$ cat config.mk
export PLATFORM = sky130hd
export DESIGN_NAME = binary_conv_xnor_popcount_prelu
export DESIGN_NICKNAME = d
export VERILOG_FILES = /design/src/hdl/bcx_pkg.sv /design/src/hdl/bcx_queue.sv /design/src/hdl/bcx_front.sv /design/src/hdl/bcx_back.sv /design/src/hdl/binary_conv_xnor_popcount_prelu.sv
export SDC_FILE = /design/constraint.sdc
export NUM_CORES = 2
export LEC_CHECK = 0
export BUFFER_PORTS_ARGS = -buffer_cell sky130_fd_sc_hd__buf_2
export CAP_MARGIN = 40
export CORE_UTILIZATION = 40
export DETAILED_ROUTE_END_ITERATION = 6
export PLACE_DENSITY_LB_ADDON = 0.2
export SLEW_MARGIN = 20
export SYNTH_ARGS = -nofsm -noshare
export SYNTH_HDL_FRONTEND = slang
export SYNTH_SLANG_ARGS = --single-unit
$ cat constraint.sdc
create_clock -name clk_i -period 6.8 [get_ports clk_i]
set_input_delay 1.36 -clock clk_i [delete_from_list [all_inputs] [get_ports clk_i]]
set_output_delay 1.36 -clock clk_i [all_outputs]
set_load 0.03 [all_outputs]
$ cat src/hdl/bcx_pkg.sv
package bcx_pkg;

  // fixed field widths of a request and a result
  localparam int VALID_W = 6;
  localparam int OFF_W   = 32;
  localparam int SLOPE_W = 16;
  localparam int RES_W   = 32;

  // one word adds at most +-63, which is held in 8 signed bits
  localparam int CTB_W = 8;

  // fixed-point positions: offset and result q.8, slope q.14
  localparam int Q_SH     = 8;
  localparam int ROUND_SH = 14;

  // slope of one in q1.14, used to pass non-negative sums through the multiplier
  localparam logic signed [SLOPE_W-1:0] UNIT_SLOPE = 16'sd16384;

  typedef struct packed {
    logic signed [CTB_W-1:0]   contrib;
    logic                      last;
    logic signed [OFF_W-1:0]   offset;
    logic signed [SLOPE_W-1:0] slope;
  } work_t;

  typedef struct packed {
    logic signed [RES_W-1:0] value;
    logic                    sat;
  } result_t;

endpackage

$ cat src/hdl/bcx_queue.sv
module bcx_queue #(
  parameter int DEPTH  = 2,
  parameter int DATA_W = 8
) (
  input  logic              clk_i,
  input  logic              rst_ni,
  input  logic              push_i,
  input  logic [DATA_W-1:0] wdata_i,
  output logic              full_o,
  input  logic              pop_i,
  output logic [DATA_W-1:0] rdata_o,
  output logic              empty_o
);

  // depth is a power of two of at least two, so the pointers wrap by themselves
  localparam int PTR_W = $clog2(DEPTH);
  localparam int CNT_W = $clog2(DEPTH + 1);

  logic [DATA_W-1:0] mem_q [DEPTH];
  logic [PTR_W-1:0]  wr_q, rd_q;
  logic [CNT_W-1:0]  cnt_q, cnt_d;
  logic              do_push, do_pop;

  assign full_o  = (cnt_q == CNT_W'(DEPTH));
  assign empty_o = (cnt_q == '0);
  assign do_push = push_i && !full_o;
  assign do_pop  = pop_i && !empty_o;
  assign rdata_o = mem_q[rd_q];

  always_comb begin
    case ({do_push, do_pop})
      2'b10:   cnt_d = cnt_q + CNT_W'(1);
      2'b01:   cnt_d = cnt_q - CNT_W'(1);
      default: cnt_d = cnt_q;
    endcase
  end

  always_ff @(posedge clk_i or negedge rst_ni) begin
    if (!rst_ni) begin
      wr_q  <= '0;
      rd_q  <= '0;
      cnt_q <= '0;
    end else begin
      cnt_q <= cnt_d;
      if (do_push) begin
        wr_q <= wr_q + PTR_W'(1);
      end
      if (do_pop) begin
        rd_q <= rd_q + PTR_W'(1);
      end
    end
  end

  always_ff @(posedge clk_i) begin
    if (do_push) begin
      mem_q[wr_q] <= wdata_i;
    end
  end

endmodule

$ cat src/hdl/bcx_front.sv
module bcx_front #(
  parameter int WORD_BITS = 32
) (
  input  logic                             push_i,
  input  logic [WORD_BITS-1:0]             act_word_i,
  input  logic [WORD_BITS-1:0]             weight_word_i,
  input  logic [bcx_pkg::VALID_W-1:0]      valid_bits_i,
  input  logic                             last_word_i,
  input  logic signed [bcx_pkg::OFF_W-1:0] bn_offset_i,
  input  logic signed [bcx_pkg::SLOPE_W-1:0] prelu_slope_i,
  input  logic                             work_full_i,
  output logic                             work_push_o,
  output bcx_pkg::work_t                   work_o
);

  localparam int NBYTE = (WORD_BITS + 7) / 8;
  localparam int VC_W  = bcx_pkg::VALID_W + 1;
  localparam logic [VC_W-1:0] WB_LIM = VC_W'(WORD_BITS);

  logic [VC_W-1:0]      valid_c;
  logic [WORD_BITS-1:0] mask;
  logic [NBYTE*8-1:0]   diff_pad;
  logic [3:0]           byte_cnt [NBYTE];
  logic [VC_W-1:0]      pop_cnt;

  assign work_push_o = push_i && !work_full_i;

  // lengths beyond the word are taken as a full word
  always_comb begin
    valid_c = {1'b0, valid_bits_i};
    if (valid_c > WB_LIM) begin
      valid_c = WB_LIM;
    end
    for (int i = 0; i < WORD_BITS; i++) begin
      mask[i] = (VC_W'(i) < valid_c);
    end
  end

  assign diff_pad = (NBYTE*8)'((act_word_i ^ weight_word_i) & mask);

  // two-level popcount: per byte, then over the bytes
  always_comb begin
    for (int j = 0; j < NBYTE; j++) begin
      byte_cnt[j] = '0;
      for (int b = 0; b < 8; b++) begin
        byte_cnt[j] = byte_cnt[j] + 4'(diff_pad[j*8+b]);
      end
    end
    pop_cnt = '0;
    for (int j = 0; j < NBYTE; j++) begin
      pop_cnt = pop_cnt + VC_W'(byte_cnt[j]);
    end
  end

  always_comb begin
    work_o.contrib = $signed(bcx_pkg::CTB_W'(valid_c) - {pop_cnt, 1'b0});
    work_o.last    = last_word_i;
    work_o.offset  = bn_offset_i;
    work_o.slope   = prelu_slope_i;
  end

endmodule

$ cat src/hdl/bcx_back.sv
module bcx_back #(
  parameter int ACC_BITS = 20
) (
  input  logic             clk_i,
  input  logic             rst_ni,
  input  bcx_pkg::work_t   work_i,
  input  logic             work_empty_i,
  output logic             work_pop_o,
  input  logic             res_full_i,
  output logic             res_push_o,
  output bcx_pkg::result_t res_o
);

  localparam int SUM_W  = ((ACC_BITS + bcx_pkg::Q_SH) > bcx_pkg::OFF_W ?
                           ACC_BITS + bcx_pkg::Q_SH : bcx_pkg::OFF_W) + 1;
  localparam int PROD_W = SUM_W + bcx_pkg::SLOPE_W;

  localparam logic signed [ACC_BITS:0] ACC_MAX = {2'b00, {(ACC_BITS-1){1'b1}}};
  localparam logic signed [ACC_BITS:0] ACC_MIN = {2'b11, {(ACC_BITS-1){1'b0}}};
  localparam logic signed [PROD_W:0] ROUND_HALF = (PROD_W+1)'(1) << (bcx_pkg::ROUND_SH - 1);
  localparam logic signed [PROD_W:0] RES_MAX =
    {{(PROD_W+2-bcx_pkg::RES_W){1'b0}}, {(bcx_pkg::RES_W-1){1'b1}}};
  localparam logic signed [PROD_W:0] RES_MIN =
    {{(PROD_W+2-bcx_pkg::RES_W){1'b1}}, {(bcx_pkg::RES_W-1){1'b0}}};

  // running state
  logic signed [ACC_BITS-1:0] acc_q;
  logic                       sat_q;

  // stage 1: closed accumulator of a finished output
  logic                               v1_q;
  logic signed [ACC_BITS-1:0]         acc1_q;
  logic                               sat1_q;
  logic signed [bcx_pkg::OFF_W-1:0]   off1_q;
  logic signed [bcx_pkg::SLOPE_W-1:0] slope1_q;

  // stage 2: sum with offset in q.8
  logic                               v2_q;
  logic signed [SUM_W-1:0]            sum2_q, sum2_d;
  logic                               sat2_q;
  logic signed [bcx_pkg::SLOPE_W-1:0] slope2_q;

  // stage 3: product in q.22
  logic                               v3_q;
  logic signed [PROD_W-1:0]           prod3_q, prod3_d;
  logic                               sat3_q;

  logic signed [ACC_BITS:0]           acc_sum;
  logic signed [ACC_BITS-1:0]         acc_new;
  logic                               ovf;
  logic                               en1, en2, en3;
  logic signed [bcx_pkg::SLOPE_W-1:0] factor;
  logic signed [PROD_W:0]             rnd_sum, rnd_q8;
  logic                               clamp;

  // stall chain from the result queue back to the work queue
  assign en3        = !v3_q || !res_full_i;
  assign en2        = !v2_q || en3;
  assign en1        = !v1_q || en2;
  assign work_pop_o = !work_empty_i && en1;
  assign res_push_o = v3_q && !res_full_i;

  // saturating accumulate
  always_comb begin
    acc_sum = (ACC_BITS+1)'(acc_q) + (ACC_BITS+1)'(work_i.contrib);
    ovf     = 1'b0;
    acc_new = acc_sum[ACC_BITS-1:0];
    if (acc_sum > ACC_MAX) begin
      acc_new = ACC_MAX[ACC_BITS-1:0];
      ovf     = 1'b1;
    end else if (acc_sum < ACC_MIN) begin
      acc_new = ACC_MIN[ACC_BITS-1:0];
      ovf     = 1'b1;
    end
  end

  always_ff @(posedge clk_i or negedge rst_ni) begin
    if (!rst_ni) begin
      acc_q <= '0;
      sat_q <= 1'b0;
    end else if (work_pop_o) begin
      if (work_i.last) begin
        acc_q <= '0;
        sat_q <= 1'b0;
      end else begin
        acc_q <= acc_new;
        sat_q <= sat_q || ovf;
      end
    end
  end

  assign sum2_d = $signed({{(SUM_W-ACC_BITS-bcx_pkg::Q_SH){acc1_q[ACC_BITS-1]}},
                           acc1_q, {bcx_pkg::Q_SH{1'b0}}})
                + $signed({{(SUM_W-bcx_pkg::OFF_W){off1_q[bcx_pkg::OFF_W-1]}}, off1_q});

  // a non-negative sum goes through at a slope of one
  assign factor  = sum2_q[SUM_W-1] ? slope2_q : bcx_pkg::UNIT_SLOPE;
  assign prod3_d = sum2_q * factor;

  // round half up to q.8 and clamp to the result range
  always_comb begin
    rnd_sum = (PROD_W+1)'(prod3_q) + ROUND_HALF;
    rnd_q8  = rnd_sum >>> bcx_pkg::ROUND_SH;
    clamp   = (rnd_q8 > RES_MAX) || (rnd_q8 < RES_MIN);
    res_o.value = rnd_q8[bcx_pkg::RES_W-1:0];
    if (rnd_q8 > RES_MAX) begin
      res_o.value = RES_MAX[bcx_pkg::RES_W-1:0];
    end else if (rnd_q8 < RES_MIN) begin
      res_o.value = RES_MIN[bcx_pkg::RES_W-1:0];
    end
    res_o.sat = sat3_q || clamp;
  end

  always_ff @(posedge clk_i or negedge rst_ni) begin
    if (!rst_ni) begin
      v1_q <= 1'b0;
      v2_q <= 1'b0;
      v3_q <= 1'b0;
    end else begin
      if (en1) begin
        v1_q <= work_pop_o && work_i.last;
      end
      if (en2) begin
        v2_q <= v1_q;
      end
      if (en3) begin
        v3_q <= v2_q;
      end
    end
  end

  always_ff @(posedge clk_i) begin
    if (en1) begin
      acc1_q   <= acc_new;
      sat1_q   <= sat_q || ovf;
      off1_q   <= work_i.offset;
      slope1_q <= work_i.slope;
    end
    if (en2) begin
      sum2_q   <= sum2_d;
      sat2_q   <= sat1_q;
      slope2_q <= slope1_q;
    end
    if (en3) begin
      prod3_q <= prod3_d;
      sat3_q  <= sat2_q;
    end
  end

endmodule

$ cat src/hdl/binary_conv_xnor_popcount_prelu.sv
// binarised convolution accumulator with fused batch-norm offset and prelu.
// each request carries one packed activation word and its weight word; the
// block adds valid_bits minus twice the popcount of their xor (low valid_bits
// bits only) to a saturating ACC_BITS accumulator. the request flagged
// last_word closes the output: the offset (q23.8) is added, a negative sum is
// scaled by the slope (q1.14) with round half up, the value is clamped to
// 32 bits and one result is queued, and the accumulator clears. other requests
// give no result. one request is taken every cycle while the work queue has
// room; that rate is set by the combinational popcount in the front and the
// accumulate loop in the back. after its last word is taken, a result passes
// the accumulate, offset add and multiply registers into the result queue.
// both sides look like queues: push/full in, empty/pop out.
module binary_conv_xnor_popcount_prelu #(
  parameter int WORD_BITS = 32,
  parameter int ACC_BITS  = 20
) (
  input  logic                               clk_i,
  input  logic                               rst_ni,
  // request side
  input  logic                               push,
  output logic                               full,
  input  logic [WORD_BITS-1:0]               act_word_i,
  input  logic [WORD_BITS-1:0]               weight_word_i,
  input  logic [bcx_pkg::VALID_W-1:0]        valid_bits_i,
  input  logic                               last_word_i,
  input  logic signed [bcx_pkg::OFF_W-1:0]   bn_offset_i,
  input  logic signed [bcx_pkg::SLOPE_W-1:0] prelu_slope_i,
  // result side
  output logic                               empty,
  input  logic                               pop,
  output logic signed [bcx_pkg::RES_W-1:0]   result_value_o,
  output logic                               saturated_o
);

  localparam int QUEUE_DEPTH = 2;

  // front to back: classified words
  logic             work_push, work_full, work_pop, work_empty;
  bcx_pkg::work_t   work_wdata, work_rdata;

  // back to output: finished results
  logic             res_push, res_full;
  bcx_pkg::result_t res_wdata, res_rdata;

  assign full = work_full;

  // front: masks the word, counts mismatches, forms the signed contribution
  bcx_front #(
    .WORD_BITS (WORD_BITS)
  ) u_front (
    .push_i        (push),
    .act_word_i    (act_word_i),
    .weight_word_i (weight_word_i),
    .valid_bits_i  (valid_bits_i),
    .last_word_i   (last_word_i),
    .bn_offset_i   (bn_offset_i),
    .prelu_slope_i (prelu_slope_i),
    .work_full_i   (work_full),
    .work_push_o   (work_push),
    .work_o        (work_wdata)
  );

  // short queue so the front can still take requests while the back stalls, until the queue fills
  bcx_queue #(
    .DEPTH  (QUEUE_DEPTH),
    .DATA_W ($bits(bcx_pkg::work_t))
  ) u_work_queue (
    .clk_i   (clk_i),
    .rst_ni  (rst_ni),
    .push_i  (work_push),
    .wdata_i (work_wdata),
    .full_o  (work_full),
    .pop_i   (work_pop),
    .rdata_o (work_rdata),
    .empty_o (work_empty)
  );

  // back: accumulate, then offset, prelu, rounding and clamp on the last word
  bcx_back #(
    .ACC_BITS (ACC_BITS)
  ) u_back (
    .clk_i        (clk_i),
    .rst_ni       (rst_ni),
    .work_i       (work_rdata),
    .work_empty_i (work_empty),
    .work_pop_o   (work_pop),
    .res_full_i   (res_full),
    .res_push_o   (res_push),
    .res_o        (res_wdata)
  );

  // result queue doubles as the output register
  bcx_queue #(
    .DEPTH  (QUEUE_DEPTH),
    .DATA_W ($bits(bcx_pkg::result_t))
  ) u_res_queue (
    .clk_i   (clk_i),
    .rst_ni  (rst_ni),
    .push_i  (res_push),
    .wdata_i (res_wdata),
    .full_o  (res_full),
    .pop_i   (pop),
    .rdata_o (res_rdata),
    .empty_o (empty)
  );

  assign result_value_o = res_rdata.value;
  assign saturated_o    = res_rdata.sat;

`ifndef SYNTHESIS
  // the front never writes a full work queue
  assert property (@(posedge clk_i) disable iff (!rst_ni) work_push |-> !work_full)
    else $error("work queue written while full");

  // the back only takes words that are there
  assert property (@(posedge clk_i) disable iff (!rst_ni) work_pop |-> !work_empty)
    else $error("work queue read while empty");

  // a finished result is never pushed into a full result queue
  assert property (@(posedge clk_i) disable iff (!rst_ni) res_push |-> !res_full)
    else $error("result queue written while full");

  // a result cannot appear without a push into the result queue
  assert property (@(posedge clk_i) disable iff (!rst_ni)
                   (empty && !res_push) |=> empty)
    else $error("result appeared without a push");
`endif

endmodule
# Yosys cells after proc, flatten, opt, wreduce, memory -nomap -nowiden
# Memory sizes are Yosys's and may differ from the RTL's.
# Index checks and enable logic that the tools add are counted.
[totals]
word_cells = 152
reg_bits = 201
inputBits = 123
ram_bits = 180
out_inout_bits = 35
memories = 2
[mem_list]
columns = ["name", "words", "word_bits", "rd", "rd_clocked_by_memory_dff", "write_ports", "line_no", "rtl"]
rows = [
  ["u_work_queue.mem_q", 2, 57, 1, 0, 1, "bcx_queue.sv:19", "logic [DATA_W-1:0] mem_q [DEPTH];"],
  ["u_res_queue.mem_q", 2, 33, 1, 0, 1, "bcx_queue.sv:19", ""],
]
[classes]
n_reduce_logical = 25
n_bitwise = 2
magnitude_cmp = 37
muxes = 16
add_sub_neg = 43
n_eq_ne = 6
multipliers = 1
[ops]
columns = ["op", "count"]
rows = [
  ["$add A4 B1 Y4", 24],
  ["$lt A5 B6 Y1 const A", 16],
  ["$mux W32", 2],
  ["$mux W20", 3],
  ["$add A49 B15 Y50 const B", 1],
  ["$mul A33 B16 Y49", 1],
  ["$lt A4 B6 Y1 const A", 8],
  ["$gt A36 B32 Y1 const B", 1],
  ["$lt A36 B32 Y1 const B", 1],
  ["$add A28 B32 Y33", 1],
  ["$and A32 B32 Y32", 1],
  ["$xor A32 B32 Y32", 1],
  ["$lt A3 B6 Y1 const A", 4],
  ["$add A20 B8 Y21", 1],
  ["$gt A21 B20 Y1 const B", 1],
  ["$lt A21 B20 Y1 const B", 1],
  ["$mux W16", 1],
  ["$add A7 B4 Y7", 2],
  ["$lt A1 B6 Y1 const A", 2],
  ["$lt A2 B6 Y1 const A", 2],
  ["$add A1 B1 Y2", 4],
  ["$eq A2 B2 Y1 const B", 4],
  ["$logic_and A1 B1 Y1", 8],
  ["$pmux W2 S2", 2],
  ["13 further kinds", 38],
]

# Longest topological paths before layout
[depth]
word_depth = 15
depth_mapped = 26
depth_no_buf = 26

# Cells and area by module
# A second synthesis with hierarchy kept.
[unflattened]
hier_cells = 3287
area_unflattened_um2 = 35734.3
[by_module_without_submodules]
columns = ["module", "area_each_um2", "cells_per_inst", "instances", "seq_area_each_um2"]
rows = [
  ["bcx_back", 26599.3, 2717, 1, 5285.1],
  ["bcx_queue (u_work_queue)", 4383.0, 195, 1, 3523.4],
  ["bcx_queue (u_res_queue)", 2730.1, 121, 1, 2082.0],
  ["bcx_front", 2021.9, 254, 1, 0.0],
]

# Worst setup path after synthesis
# OpenSTA, ideal clock, no wires.
[synth_timing]
path_type = "input to register"
startpoint = "in valid_bits_i[4] in the netlist's numbering"
endpoint = "mem u_work_queue.mem_q[0][54] in the netlist's numbering (data pin)"
setup_ns = 0.263
n_path_buf = 1
path_stages = 23
arrival_time_ns = 7.079
t_required_ns = 6.537
setup_slack_ns = -0.542
path_cell_list = "clkbuf_1 -> or3_1 -> nor2_1 -> a21oi_1 -> ha_1 -> inv_1 -> fa_1 -> fa_1 -> fa_1 -> fa_1 -> inv_1 -> fa_1 -> inv_1 -> fa_1 -> inv_1 -> ha_1 -> fa_1 -> inv_1 -> ha_1 -> nor2b_1 -> o21ai_0 -> nand2b_1 -> xor2_1"
[synth_lines]
columns = ["item", "line_no", "rtl"]
rows = [
  ["start, declared", "binary_conv_xnor_popcount_prelu.sv:24", "input logic [bcx_pkg::VALID_W-1:0] valid_bits_i,"],
  ["end, declared", "bcx_queue.sv:19", ""],
]

==> results_dict.tcl <==
set metrics [dict create \
    cp_max_fo 5 \
    hold_class "register to register" \
    postSynthAreaPerCell_sq_um 10.9 \
    grt_first_pass_wirelength_microns 135000 \
    areaGrowthSynthToFinish_pct 15.9 \
    port_buffers 157 \
    synth_cells 3250 \
    maxCapViolCount 0 \
    synth_area_leaders "fa_1 30%, edfxtp_1 29%, ha_1 6.6%, inv_1 6.2%, nand2_1 4.7%" \
    synth-edff-count 336 \
    wl_microns 83100 \
    die_h_microns 299 \
    cp_cell_sequence "buf_8 -> or3_4 -> nor2_4 -> a21oi_2 -> ha_1 -> inv_2 -> fa_1 -> fa_1 -> fa_2 -> fa_2 -> inv_2 -> fa_2 -> inv_2 -> fa_1 -> inv_1 -> ha_2 -> fa_1 -> inv_2 -> ha_4 -> nor2b_4 -> o21ai_1 -> nand2b_1 -> a21o_1 -> nand2_1" \
    clk_pin_slew_ps 60 \
    ys_ff_latch 368 \
    worstSetupPathType "input pin to register" \
    cp_num_buf_inv 6 \
    clockBufferDepth 3 \
    final_layout_size_suffix_gt1_share_pct 19.7 \
    finalSetupTns_ps 0 \
    fillCellCount 8122 \
    dr.pass1.iters 5 \
    pre_cts_ws_ps -523 \
    finalClockSkew_ps 31.3 \
    register_area_sq_um 10900 \
    place.gp.congestion 0.906 \
    wl_per_cell_microns 17.4 \
    cp_data_required_time_ps 7100 \
    grt_overflow 0 \
    fin_util_pct 47.0 \
    antenna_found_initial 2 \
    drc 0 \
    yosysWarnings 0 \
    multiInputGateArea_sq_um 21900 \
    start_util_pct 40.5 \
    numCtsBuffers 42 \
    ant_nets 0 \
    setup_ws_ps 99.7 \
    coreArea_sq_um 87200 \
    first_iter_violations 1565 \
    hold_viol_final 0 \
    synth_most_common_cell "inv_1" \
    slew_headroom_pct 50.4 \
    slowest_stage "fa_2" \
    synth_area_leader_cell "fa_1" \
    startpoint_type "input pin" \
    dp_hpwl_microns 67100 \
    synth_nets 4083 \
    synth_cell_types 89 \
    drv_slew 0 \
    worst_pin_slew_ps 741 \
    vias 23300 \
    rsz0062_at_grt "yes" \
    critPathArrivalTime_ps 7000 \
    yosys-top-cells-count "586 x inv_1, 524 x fa_1, 441 x nand2_1" \
    clock_sinks 368 \
    grt_max_degree 65 \
    synthArstFlopShare_pct 8.70 \
    rows 108 \
    final_net_count 4423 \
    die_area_sq_um 89500 \
    cpLargestDelayFamily "adder cells" \
    fmax_ghz 0.149 \
    clock_latency_ps 590 \
    fin_crit_sh_pct 98.5 \
    root_buffer "clkbuf_16" \
    post-route-min-period_ps 6700 \
    grt_pass1_vias 24700 \
    via_per_inst 4.88 \
    syn_area_sq_um 35300 \
    track_usage_pct 19.2 \
    seq_area_frac_synth_pct 30.8 \
    crit_path_end_kind "register" \
    status "complete, no violations" \
    io_pins 158 \
    htreeDepth 2 \
    die_w_microns 299 \
    synth_ff_type "edfxtp_1" \
    synth_top_area_share_pct 29.7 \
    slowest_delay_ps 580 \
    cts_tree "done" \
    setup_viol 0 \
]
routing by layer:
layer	up-vias	GRT usage (%)	share of wire [%]
li1	11200	-	-
met1	11600	27.1	46
met2	500	31.2	47
met3	74	3.00	5.4
met4	0	4.15	1.9
met5	-	0	0
area by class of cell:
class | instances | area share, %
inverters | 588 | 5.39
clock inverters | 19 | 0.440
repair buffers | 433 | 7.65
diodes | 1 | 0.00611
clock buffers | 56 | 2.77
flip-flops and latches | 368 | 26.6
multi-input cells | 2157 | 53.6
well taps | 1155 | 3.53
logic make-up (layout without fill, tap and decap cells):
group | after synthesis | in the layout | synth area share [%]
XOR/XNOR | 160 | 160 | 3.97
AND/OR/NAND/NOR | 841 | 841 | 11.5
buffers and inverters | 725 | 1096 | 7.83
other | 0 | 1 | 0
multiplexers | 92 | 92 | 2.93
adder cells (fa/ha/maj) | 710 | 710 | 36.3
flip-flops | 368 | 368 | 30.8
AO/OA/AOI/OAI | 354 | 354 | 6.66
sequential cells by signal, indices dropped and copies added (netlist names), 16 cells and up:
| signal | count |
|---|---|
| u_back.off1_q | 32 |
| u_res_queue.mem_q | 66 |
| u_back.acc1_q | 20 |
| u_back.slope1_q | 16 |
| u_back.sum2_q | 33 |
| u_back.slope2_q | 16 |
| u_work_queue.mem_q | 114 |
| u_back.prod3_q | 36 |
| u_back.acc_q | 20 |
path summary, 6_finish.rpt:
| kind | from | end | slack, ps | cells past startpoint |
|---|---|---|---|---|
| max in group asynchronous | rst_ni | u_work_queue.rd_q | 5490 | 2 |
| min | u_back.off1_q[3] | u_back.sum2_q[3] | 420 | 0 |
| min reg2reg | u_back.off1_q[3] | u_back.sum2_q[3] | 420 | 0 |
| max reg2reg | u_back.sum2_q[32] | u_back.prod3_q[48] | 110 | 22 |
| min in group asynchronous | rst_ni | u_res_queue.cnt_q[0] | 850 | 2 |
| max | valid_bits_i[5] | u_work_queue.mem_q[0][56] | 100 | 24 |
layout by cell type, fill, tap and decap left out, types with 8 or more instances in the layout:
cell	n
inv_1	579
fa_1	519
nand2_1	439
edfxtp_1	336
buf_4	253
ha_1	182
and3_1	168
buf_2	156
mux2_2	90
xnor2_1	88
a21oi_1	82
o21ai_0	80
xor2_1	70
nor2_1	55
clkbuf_16	44
a21o_1	40
or2_2	36
dfrtp_1	31
nand3_1	26
o21ai_1	23
nand4_1	17
nand2b_1	15
nor2b_1	14
buf_12	13
clkbuf_1	12
o211ai_1	11
and2_1	10
o21bai_1	10
o211ai_2	10
inv_2	9
o21a_1	9
a21oi_2	9
clkinv_1	8
metrics by stage:
stage,cells,hold WS (ps),instance area [sq um]
detailed placement,4690,405,39200
finish,4777,416,40900
CTS,4766,415,40600
global route,4777,422,40900
floorplan,3250,400,35400
global placement,4689,402,39200
what timing repair did:
item                       in CTS  in global routing
setup endpoints to repair      22                 30
buffers inserted                1                  6
pin swaps                       2                 32
gates resized for setup        17                 42
hold buffers                    0                  0
cloned                          0                  1
Power is not shown: default switching activity piles up to over one toggle a cycle in this logic, so the estimate is an artifact.
